`config.mk`:
```
export PLATFORM = sky130hd
export DESIGN_NAME = iir_filter_order10_q16
export DESIGN_NICKNAME = d
export VERILOG_FILES = /design/src/rtl/core/iirf_pkg.sv /design/src/rtl/core/iirf_hist.sv /design/src/rtl/core/iirf_mac.sv /design/src/rtl/core/iir_filter_order10_q16.sv
export SDC_FILE = /design/constraint.sdc
export NUM_CORES = 2
export LEC_CHECK = 0
export CELL_PAD_IN_SITES_DETAIL_PLACEMENT = 0
export CELL_PAD_IN_SITES_GLOBAL_PLACEMENT = 2
export CORE_MARGIN = 2
export CORE_UTILIZATION = 42
export CTS_CLUSTER_SIZE = 14
export DETAILED_ROUTE_END_ITERATION = 8
export DONT_BUFFER_PORTS = 1
export MAX_ROUTING_LAYER = met4
export PLACE_DENSITY_LB_ADDON = 0.08
export SLEW_MARGIN = 20
export SYNTH_ARGS = -nofsm -noshare
export SYNTH_HDL_FRONTEND = slang
export SYNTH_SLANG_ARGS = --single-unit
```
`constraint.sdc`:
```
create_clock -name clk -period 14.9 [get_ports clk]
set_clock_uncertainty 0.15 [all_clocks]
set_input_delay 0.745 -clock clk [delete_from_list [all_inputs] [get_ports clk]]
set_output_delay 0.745 -clock clk [all_outputs]
set_load 0.01 [all_outputs]
```
`src/rtl/core/iirf_pkg.sv`:
```
// Shared constants, coefficient tables and control types for the order-10 IIR filter.
package iirf_pkg;

	localparam int FILTER_ORDER   = 10;
	localparam int COEF_FRAC_BITS = 16;
	localparam int TAP_SLOTS      = 17;
	localparam int SLOT_W         = 5;
	localparam int SAMPLE_W       = 32;
	localparam int COEF_W         = 18;
	localparam int PROD_W         = SAMPLE_W + COEF_W;

	typedef logic signed [COEF_W-1:0] coef_t;
	typedef logic [SAMPLE_W-1:0] sample_t;

	typedef struct packed {
		logic clr;
		logic vld;
		logic sub;
	} mac_ctl_t;

	function automatic coef_t ff_coef(input logic [SLOT_W-1:0] slot);
		coef_t c;
		c = '0;
		unique case (slot)
			5'd0:    c = COEF_W'(7104);
			5'd2:    c = -COEF_W'(35513);
			5'd4:    c = COEF_W'(71021);
			5'd6:    c = -COEF_W'(71021);
			5'd8:    c = COEF_W'(35513);
			5'd10:   c = -COEF_W'(7104);
			default: c = '0;
		endcase
		return c;
	endfunction

	function automatic coef_t fb_coef(input logic [SLOT_W-1:0] slot);
		coef_t c;
		c = '0;
		unique case (slot)
			5'd0:    c = COEF_W'(65536);
			5'd2:    c = -COEF_W'(64572);
			5'd4:    c = COEF_W'(63818);
			5'd6:    c = -COEF_W'(25323);
			5'd8:    c = COEF_W'(7287);
			5'd10:   c = -COEF_W'(740);
			default: c = '0;
		endcase
		return c;
	endfunction

endpackage

```
`src/rtl/core/iirf_hist.sv`:
```
// Sample history shift line with one selectable read tap.
module iirf_hist #(
	parameter int DEPTH = iirf_pkg::FILTER_ORDER
) (
	input  logic                      clk,
	input  logic                      arst_n,
	input  logic                      shift,
	input  iirf_pkg::sample_t         din,
	input  logic [$clog2(DEPTH)-1:0]  rd_idx,
	output iirf_pkg::sample_t         rd_data
);

	iirf_pkg::sample_t taps_q [DEPTH];

	always_ff @(posedge clk or negedge arst_n) begin
		if (!arst_n) begin
			for (int i = 0; i < DEPTH; i++) taps_q[i] <= '0;
		end else if (shift) begin
			taps_q[0] <= din;
			for (int i = 1; i < DEPTH; i++) taps_q[i] <= taps_q[i-1];
		end
	end

	assign rd_data = (32'(rd_idx) < 32'(DEPTH)) ? taps_q[rd_idx] : '0;

endmodule

```
`src/rtl/core/iirf_mac.sv`:
```
// Shared multiply, Q-format shift and wrapping accumulate/subtract unit.
module iirf_mac (
	input  logic               clk,
	input  logic               arst_n,
	input  iirf_pkg::mac_ctl_t ctl,
	input  iirf_pkg::coef_t    coef,
	input  iirf_pkg::sample_t  sample,
	output iirf_pkg::sample_t  acc
);

	logic signed [iirf_pkg::PROD_W-1:0] prod_s1;
	logic                               vld_s1;
	logic                               sub_s1;
	iirf_pkg::sample_t                  term;
	iirf_pkg::sample_t                  acc_q;

	always_ff @(posedge clk) begin
		prod_s1 <= coef * $signed(sample);
		sub_s1  <= ctl.sub;
	end

	assign term = prod_s1[iirf_pkg::COEF_FRAC_BITS +: iirf_pkg::SAMPLE_W];

	always_ff @(posedge clk or negedge arst_n) begin
		if (!arst_n) begin
			vld_s1 <= 1'b0;
			acc_q  <= '0;
		end else if (ctl.clr) begin
			vld_s1 <= 1'b0;
			acc_q  <= '0;
		end else begin
			vld_s1 <= ctl.vld;
			if (vld_s1) begin
				acc_q <= sub_s1 ? acc_q - term : acc_q + term;
			end
		end
	end

	assign acc = acc_q;

endmodule

```
`src/rtl/core/iir_filter_order10_q16.sv`:
```
// Top level of the order-10 direct-form I IIR filter with its tap sequencer.
//
// Usage: samples arrive on the s_axis request channel (tdata = sample_in,
// signed 32 bit) and filtered samples leave on m_axis (tdata = sample_out).
// One multiplier-accumulator serves all taps: the sequencer walks the
// FILTER_ORDER+1 feedforward taps and then the FILTER_ORDER feedback taps,
// one tap per cycle, and then passes ST_DRAIN to drain the product register.
// A sample is accepted in ST_IDLE and passes ST_RUN, ST_DRAIN and ST_DONE;
// sample_out is loaded as ST_DONE ends, and the next sample can be accepted
// only once the sequencer is back in ST_IDLE.
// s_axis_tready is low while a sample is in the tap loop.
// The output register holds one result; a new sample may be accepted while it
// waits, and the finished result of that sample waits in the sequencer until
// the output register is free, so a stalled receiver stalls the input.
// Reset clears both sample histories to zero, empties the output register and
// returns the sequencer to idle; no clearing pass follows reset.
module iir_filter_order10_q16 #(
	parameter int FILTER_ORDER = iirf_pkg::FILTER_ORDER
) (
	input  logic        clk,
	input  logic        arst_n,
	input  logic        s_axis_tvalid,
	output logic        s_axis_tready,
	input  logic [31:0] s_axis_tdata,  // [31:0] sample_in
	output logic        m_axis_tvalid,
	input  logic        m_axis_tready,
	output logic [31:0] m_axis_tdata   // [31:0] sample_out
);

	localparam int TAP_W    = $clog2(2 * FILTER_ORDER + 1);
	localparam int HIDX_W   = $clog2(FILTER_ORDER);
	localparam int LAST_TAP = 2 * FILTER_ORDER;

	typedef enum logic [1:0] {
		ST_IDLE,
		ST_RUN,
		ST_DRAIN,
		ST_DONE
	} state_t;

	state_t             state_q;
	logic [TAP_W-1:0]   tap_q;
	iirf_pkg::sample_t  x_q;
	iirf_pkg::sample_t  out_q;
	logic               out_vld_q;

	logic               accept;
	logic               finish;
	logic               is_ff;
	logic [TAP_W-1:0]   hist_off;
	logic [TAP_W-1:0]   slot_full;
	logic [HIDX_W-1:0]  hist_idx;
	iirf_pkg::sample_t  xh_rd;
	iirf_pkg::sample_t  yh_rd;
	iirf_pkg::sample_t  sample_op;
	iirf_pkg::coef_t    coef_op;
	iirf_pkg::sample_t  acc;
	iirf_pkg::mac_ctl_t mac_ctl;

	assign s_axis_tready = (state_q == ST_IDLE);
	assign accept        = s_axis_tvalid && s_axis_tready;
	assign finish        = (state_q == ST_DONE) && (!out_vld_q || m_axis_tready);

	assign is_ff     = (tap_q <= TAP_W'(FILTER_ORDER));
	assign hist_off  = is_ff ? tap_q - TAP_W'(1) : tap_q - TAP_W'(FILTER_ORDER + 1);
	assign slot_full = is_ff ? tap_q : tap_q - TAP_W'(FILTER_ORDER);
	assign hist_idx  = hist_off[HIDX_W-1:0];

	assign sample_op = (tap_q == '0) ? x_q : (is_ff ? xh_rd : yh_rd);
	assign coef_op   = is_ff ? iirf_pkg::ff_coef(iirf_pkg::SLOT_W'(slot_full))
	                         : iirf_pkg::fb_coef(iirf_pkg::SLOT_W'(slot_full));

	assign mac_ctl.clr = accept;
	assign mac_ctl.vld = (state_q == ST_RUN);
	assign mac_ctl.sub = !is_ff;

	iirf_hist #(.DEPTH(FILTER_ORDER)) u_xhist (
		.clk     (clk),
		.arst_n  (arst_n),
		.shift   (finish),
		.din     (x_q),
		.rd_idx  (hist_idx),
		.rd_data (xh_rd)
	);

	iirf_hist #(.DEPTH(FILTER_ORDER)) u_yhist (
		.clk     (clk),
		.arst_n  (arst_n),
		.shift   (finish),
		.din     (acc),
		.rd_idx  (hist_idx),
		.rd_data (yh_rd)
	);

	iirf_mac u_mac (
		.clk    (clk),
		.arst_n (arst_n),
		.ctl    (mac_ctl),
		.coef   (coef_op),
		.sample (sample_op),
		.acc    (acc)
	);

	always_ff @(posedge clk) begin
		if (accept) x_q <= s_axis_tdata;
		if (finish) out_q <= acc;
	end

	always_ff @(posedge clk or negedge arst_n) begin
		if (!arst_n) begin
			state_q   <= ST_IDLE;
			tap_q     <= '0;
			out_vld_q <= 1'b0;
		end else begin
			out_vld_q <= finish || (out_vld_q && !m_axis_tready);
			unique case (state_q)
				ST_IDLE: begin
					if (accept) begin
						tap_q   <= '0;
						state_q <= ST_RUN;
					end
				end
				ST_RUN: begin
					if (tap_q == TAP_W'(LAST_TAP)) begin
						state_q <= ST_DRAIN;
					end else begin
						tap_q <= tap_q + TAP_W'(1);
					end
				end
				ST_DRAIN: begin
					state_q <= ST_DONE;
				end
				ST_DONE: begin
					if (finish) begin
						state_q <= ST_IDLE;
					end
				end
				default: state_q <= ST_IDLE;
			endcase
		end
	end

	assign m_axis_tvalid = out_vld_q;
	assign m_axis_tdata  = out_q;

	a_tap_in_range: assert property (@(posedge clk) disable iff (!arst_n)
		state_q == ST_RUN |-> tap_q <= TAP_W'(LAST_TAP))
		else $error("tap counter beyond last tap");

	a_out_from_done: assert property (@(posedge clk) disable iff (!arst_n)
		$rose(m_axis_tvalid) |-> $past(state_q == ST_DONE))
		else $error("output loaded outside done state");

	a_busy_after_accept: assert property (@(posedge clk) disable iff (!arst_n)
		accept |=> !s_axis_tready && state_q == ST_RUN && tap_q == '0)
		else $error("sequencer did not start after request");

	a_no_overwrite: assert property (@(posedge clk) disable iff (!arst_n)
		m_axis_tvalid && !m_axis_tready |=> m_axis_tvalid)
		else $error("pending output dropped");

endmodule

```
Word-level counts from Yosys, hierarchy flattened --
Cells that the tools add are included.
Storage, ports and cells: register bits 794, bits of input ports 36
Cells by class: add/subtract/negate cells 6, multipliers 1, order comparisons 3, equality and inequality tests 13, multiplexer cells 26, bitwise gates (word level) 1, reduce and logical (&&, ||, !) cells 15
Operators by type and width (count):
- $mux W32 | 11
- $bmux W32 S4 | 2
- $pmux W18 S6 | 2
- $mul A18 B32 Y48 | 1
- $add A32 B32 Y32 | 1
- $sub A32 B32 Y32 | 1
- $mux W18 | 1
- $mux W5 | 3
- $eq A5 B3 Y1 const B | 2
- $eq A5 B4 Y1 const B | 2
- $logic_not A5 Y1 | 2
- $pmux W5 S2 | 1
- $pmux W2 S4 | 1
- $mux W2 | 3
- $ne A2 B2 Y1 const B | 3
- $reduce_and A3 Y1 | 2
- $add A5 B1 Y5 const B | 1
- $eq A5 B2 Y1 const B | 1
- $eq A5 B5 Y1 const B | 1
- $ge A5 B5 Y1 const B | 1
- $le A5 B4 Y1 const B | 1
- $not A4 Y5 | 1
- $sub A5 B4 Y5 const B | 1
- $eq A2 B2 Y1 const B | 2
- 12 further kinds | 18

Logic depth before layout (Yosys ltp) --
depth after elaboration 10, mapped depth 50

Modules after synthesis --
Synthesis repeated with hierarchy kept, for this count alone.
Unflattened totals: cells, all modules 4827, area total of the unflattened synthesis 55620.8 um^2
By module, submodules not included:
- iirf_hist | instances 2, cells an instance 978, area each 14490.1 um^2, sequential area each 8007.7 um^2
- iirf_mac | instances 1, cells an instance 2551, area each 22905.7 um^2, sequential area each 1486.4 um^2
- iir_filter_order10_q16 | instances 1, cells an instance 320, area each 3734.8 um^2, sequential area each 2122.0 um^2

Least setup slack after synthesis --
OpenSTA, ideal clock, no wires.
path type register to register, from reg tap_q[0], to reg u_mac.prod_s1[42] (netlist bit), library setup time 123 ps, arrival 10877 ps, data required time 14627 ps, setup slack 3750 ps, cell stages (with the launch flop) 46, path buffers 13, clock period less this slack 11150 ps, cell sequence dfrtp_1 > buf_6 > buf_4 > buf_4 > buf_4 > inv_1 > ha_1 > nand2b_1 > a21oi_1 > buf_2 > inv_2 > buf_2 > clkbuf_1 > clkbuf_1 > fa_1 > buf_2 > buf_4 > buf_2 > (+10 left out) > fa_1 > inv_1 > fa_1 > inv_1 > fa_1 > inv_1 > fa_1 > inv_1 > ha_1 > clkbuf_1 > a21o_1 > o21bai_1 > o41ai_1 > o31ai_4 > a21o_2 > o31ai_2 > o21ai_1 > xor2_1
On the way: word-level cells in the longest chain between the ends 10, elaborated cells between the ends (all ways) 29
Ends and longest elaborated chain:
- start, declared | line iir_filter_order10_q16.sv:42 | logic [TAP_W-1:0] tap_q;
- start signal, assigned | line iir_filter_order10_q16.sv:127 | tap_q <= tap_q + TAP_W'(1);
- $sub A4 B4 Y4, or another cell as far along | line iir_filter_order10_q16.sv:65 | assign hist_off = is_ff ? tap_q - TAP_W'(1) : tap_q - TAP_W'(FILTER_ORDER + 1);
- $mux W4 | line iir_filter_order10_q16.sv:65
- $not A4 Y5 (not written as such) | line iirf_hist.sv:24 | assign rd_data = (32'(rd_idx) < 32'(DEPTH)) ? taps_q[rd_idx] : '0;
- $bmux W32 S4 | line iirf_hist.sv:24
- $mux W32 (not written as such) (2 in a row) | line iirf_hist.sv:24
- $mux W32 | line iirf_hist.sv:24
- $mux W32 (2 in a row) | line iir_filter_order10_q16.sv:69 | assign sample_op = (tap_q == '0) ? x_q : (is_ff ? xh_rd : yh_rd);
- $mul A18 B32 Y48 * | line iirf_mac.sv:18 | prod_s1 <= coef * $signed(sample);
- end signal, assigned | line iirf_mac.sv:18
- end, declared | line iirf_mac.sv:11 | logic signed [iirf_pkg::PROD_W-1:0] prod_s1;
Mark *: on every way between the ends. The rest lies on a longest branch, timed or not. The select of a mux whose other input is x is not followed. A chain may end at the register's enable or synchronous reset.

Worst setup path in the final report --
from reg tap_q[2], to reg u_mac.prod_s1[41] (netlist bit)
Same word-level chain as after synthesis.

==> results.json <==
{
  "synthTopCellsByArea": "dfrtp_1 31%, fa_1 20%, nand2_1 16%, mux4_2 5.6%, inv_1 4.3%",
  "synth_most_common_cell": "nand2_1",
  "cp.required_ns": 15.36,
  "grt_pass1_vias": 41400,
  "synth_cell_types": 77,
  "wl_per_cell_um": 20.8,
  "synthesis.area_um2": 55100,
  "antenna_cells": 0,
  "status": "finished clean",
  "grt_usage": 0.255,
  "synth-seq-area-share": 0.356,
  "firstDrtPassIters": 5,
  "reg2reg_depth": 34,
  "reg2reg_slack_ns": 2.62,
  "dpl.hpwl_mm": 110,
  "synth_ff_type": "dfrtp_1",
  "vias": 40000,
  "hold_class": "primary input to flop",
  "critPathBufInv": 6,
  "r2r-start": "tap_q[2]$_DFFE_PN0P_",
  "drv_cap": 0,
  "start_kind": "flop",
  "synth_edf_count": 64,
  "die_h_um": 366,
  "cp_common_cell": "fa_1",
  "grt_setup_unrepaired": "no",
  "synth_top_area_frac": 0.309,
  "portBuffers": 0,
  "start_util": 0.424,
  "rows": 132,
  "fin_tns_setup_ns": 0,
  "synth_nets": 6802,
  "vias_per_cell": 5.13,
  "syn2layout_area_growth_pct": 9.55,
  "yosysTopAreaCell": "dfrtp_1",
  "worstSetupPathType": "flop to flop",
  "root_buffer": "clkbuf_16",
  "cts_buffers": 93,
  "post-route-period-util": 0.824,
  "cp_max_fo": 25,
  "grt_pass1_wl_mm": 256,
  "htreeDepth": 3,
  "drc_errors": 0,
  "clk_latency_ns": 0.71,
  "period_needed_ns": 12.28,
  "hp-start": "m_axis_tready",
  "routed_wl_mm": 162,
  "ios": 70,
  "arrival_ns": 12.74,
  "path_delay_family": "adder cells",
  "grt-ovfl-total": 0,
  "synth_warnings": 0,
  "clock_path_buffers": 3,
  "ys_top_cells_by_count": "2350 x nand2_1, 681 x dfrtp_1, 626 x inv_1",
  "final_net_count": 6700,
  "critPathCaptureType": "flop",
  "gp_congestion": 0.882,
  "hold_viol_final": 0,
  "coreArea_um2": 130000,
  "syn_area_per_cell_um2": 9.08,
  "slew_headroom": 0.269,
  "cts.clk_slew.worst_paths_ns": 0.06,
  "antenna_found_initial": 8,
  "hold_end": "m_axis_tvalid$_DFF_PN0_",
  "grt_start_max_net_pins": 682,
  "syn_inst": 6072,
  "slew_violations": 0,
  "cts_tree": "yes",
  "hold_path_depth": 2,
  "drt.antenna.violating_nets": 0,
  "cpPeakStageDelay_ns": 1.16,
  "finalSetupViolations": 0,
  "worstMarginPinSlew_ns": 1.10,
  "die_x_um": 366,
  "drt_iter0_markers": 2909,
  "r2r_end": "u_mac.prod_s1[41]$_DFF_P_",
  "critPathSlowestCell": "fa_4",
  "ys_ff_latch": 778,
  "drive_above_1_share": 0.0715,
  "synthArstFlopShare": 0.875,
  "cts.sinks": 778,
  "dieArea_um2": 134000,
  "fmax_mhz": 81.4
}
==> worst max-delay path by stage <==
stage                                     from                         to  slack (ns)  depth (start not counted)
after floorplan           tap_q[0]$_DFFE_PN0P_  u_mac.prod_s1[42]$_DFF_P_        3.75                         45
after global placement    tap_q[2]$_DFFE_PN0P_  u_mac.prod_s1[42]$_DFF_P_        2.41                         32
after detailed placement  tap_q[2]$_DFFE_PN0P_  u_mac.prod_s1[42]$_DFF_P_        2.54                         32
after CTS                 tap_q[0]$_DFFE_PN0P_  u_mac.prod_s1[45]$_DFF_P_        2.54                         32
after global routing      tap_q[2]$_DFFE_PN0P_  u_mac.prod_s1[41]$_DFF_P_        1.82                         32
final                     tap_q[2]$_DFFE_PN0P_  u_mac.prod_s1[41]$_DFF_P_        2.62                         34
==> per-layer routing <==
layer,up-vias,wire length (um),track usage
li1,18700,-,-
met1,20200,76100,0.361
met2,820,72800,0.378
met3,181,9440,0.0495
met4,0,4020,0.0659
met5,-,0,-
==> state kept, by name, indices dropped and copies added (netlist names) <==
register	flops
u_mac.acc	32
u_mac.vld_s1	1
u_yhist.taps_q	320
tap_q	5
u_mac.sub_s1	1
u_xhist.taps_q	320
u_mac.prod_s1	32
m_axis_tdata	32
m_axis_tvalid	1
x_q	32
state_q	2
==> per-stage QoR <==
| step | std cells | area (um2) | hold slack, ns | setup slack [ns] | utilization |
|---|---|---|---|---|---|
| floorplan | 6072 | 55100 | 0.290 | 3.75 | - |
| global placement | 7579 | 56900 | 0.303 | 2.41 | 0.437 |
| detailed placement | 7579 | 56900 | 0.310 | 2.54 | 0.438 |
| CTS | 7781 | 60300 | -0.426 | 2.54 | 0.464 |
| global route | 7787 | 60400 | 0.210 | 1.82 | 0.465 |
| finish | 7787 | 60400 | 0.217 | 2.62 | 0.465 |
==> area by class of cell <==
type                    count  area (um2)
repair buffers            122        1120
flip-flops and latches    778       19600
multi-input cells        4347       32100
clock buffers             130        2670
fillers                 12700       69600
clock inverters            40         385
well taps                1742        2180
inverters                 628        2370
==> cells by family (layout without fill, tap and decap cells) <==
logic type | count (synthesis) | in the layout | synth area share
buf+inv | 947 | 920 | 0.0672
simple gates | 2896 | 2896 | 0.209
xor+xnor | 111 | 111 | 0.0179
flops | 778 | 778 | 0.356
mux | 219 | 219 | 0.0709
compound gates | 427 | 427 | 0.0480
fa+ha+maj | 694 | 694 | 0.231
==> cell usage in the layout, fill, tap and decap left out, types with 19 or more instances in the layout <==
cell type,n
dlygate4sd3_1,33
edfxtp_1,64
nor2_1,245
xor2_1,30
a21oi_1,154
nor2b_1,61
mux2i_1,78
nor3_1,65
inv_1,625
clkinv_2,19
and2_1,36
and3_1,22
buf_4,82
mux4_2,137
fa_1,538
nand2_1,2347
clkbuf_16,94
nand3_1,34
ha_1,155
dfrtp_1,679
xnor2_1,77
o21ai_0,92
dfxtp_1,33
a21o_1,50
nand2b_1,29
==> what timing repair did <==
item,4_1_cts,5_1_grt
setup buffers,0,0
hold buffers,32,2
resized for setup,0,0
endpoints found under the hold margin,713,120
Power is left out: the tool's default activity adds up to more than one toggle a clock period on the data nets, which glitch-free logic cannot reach.
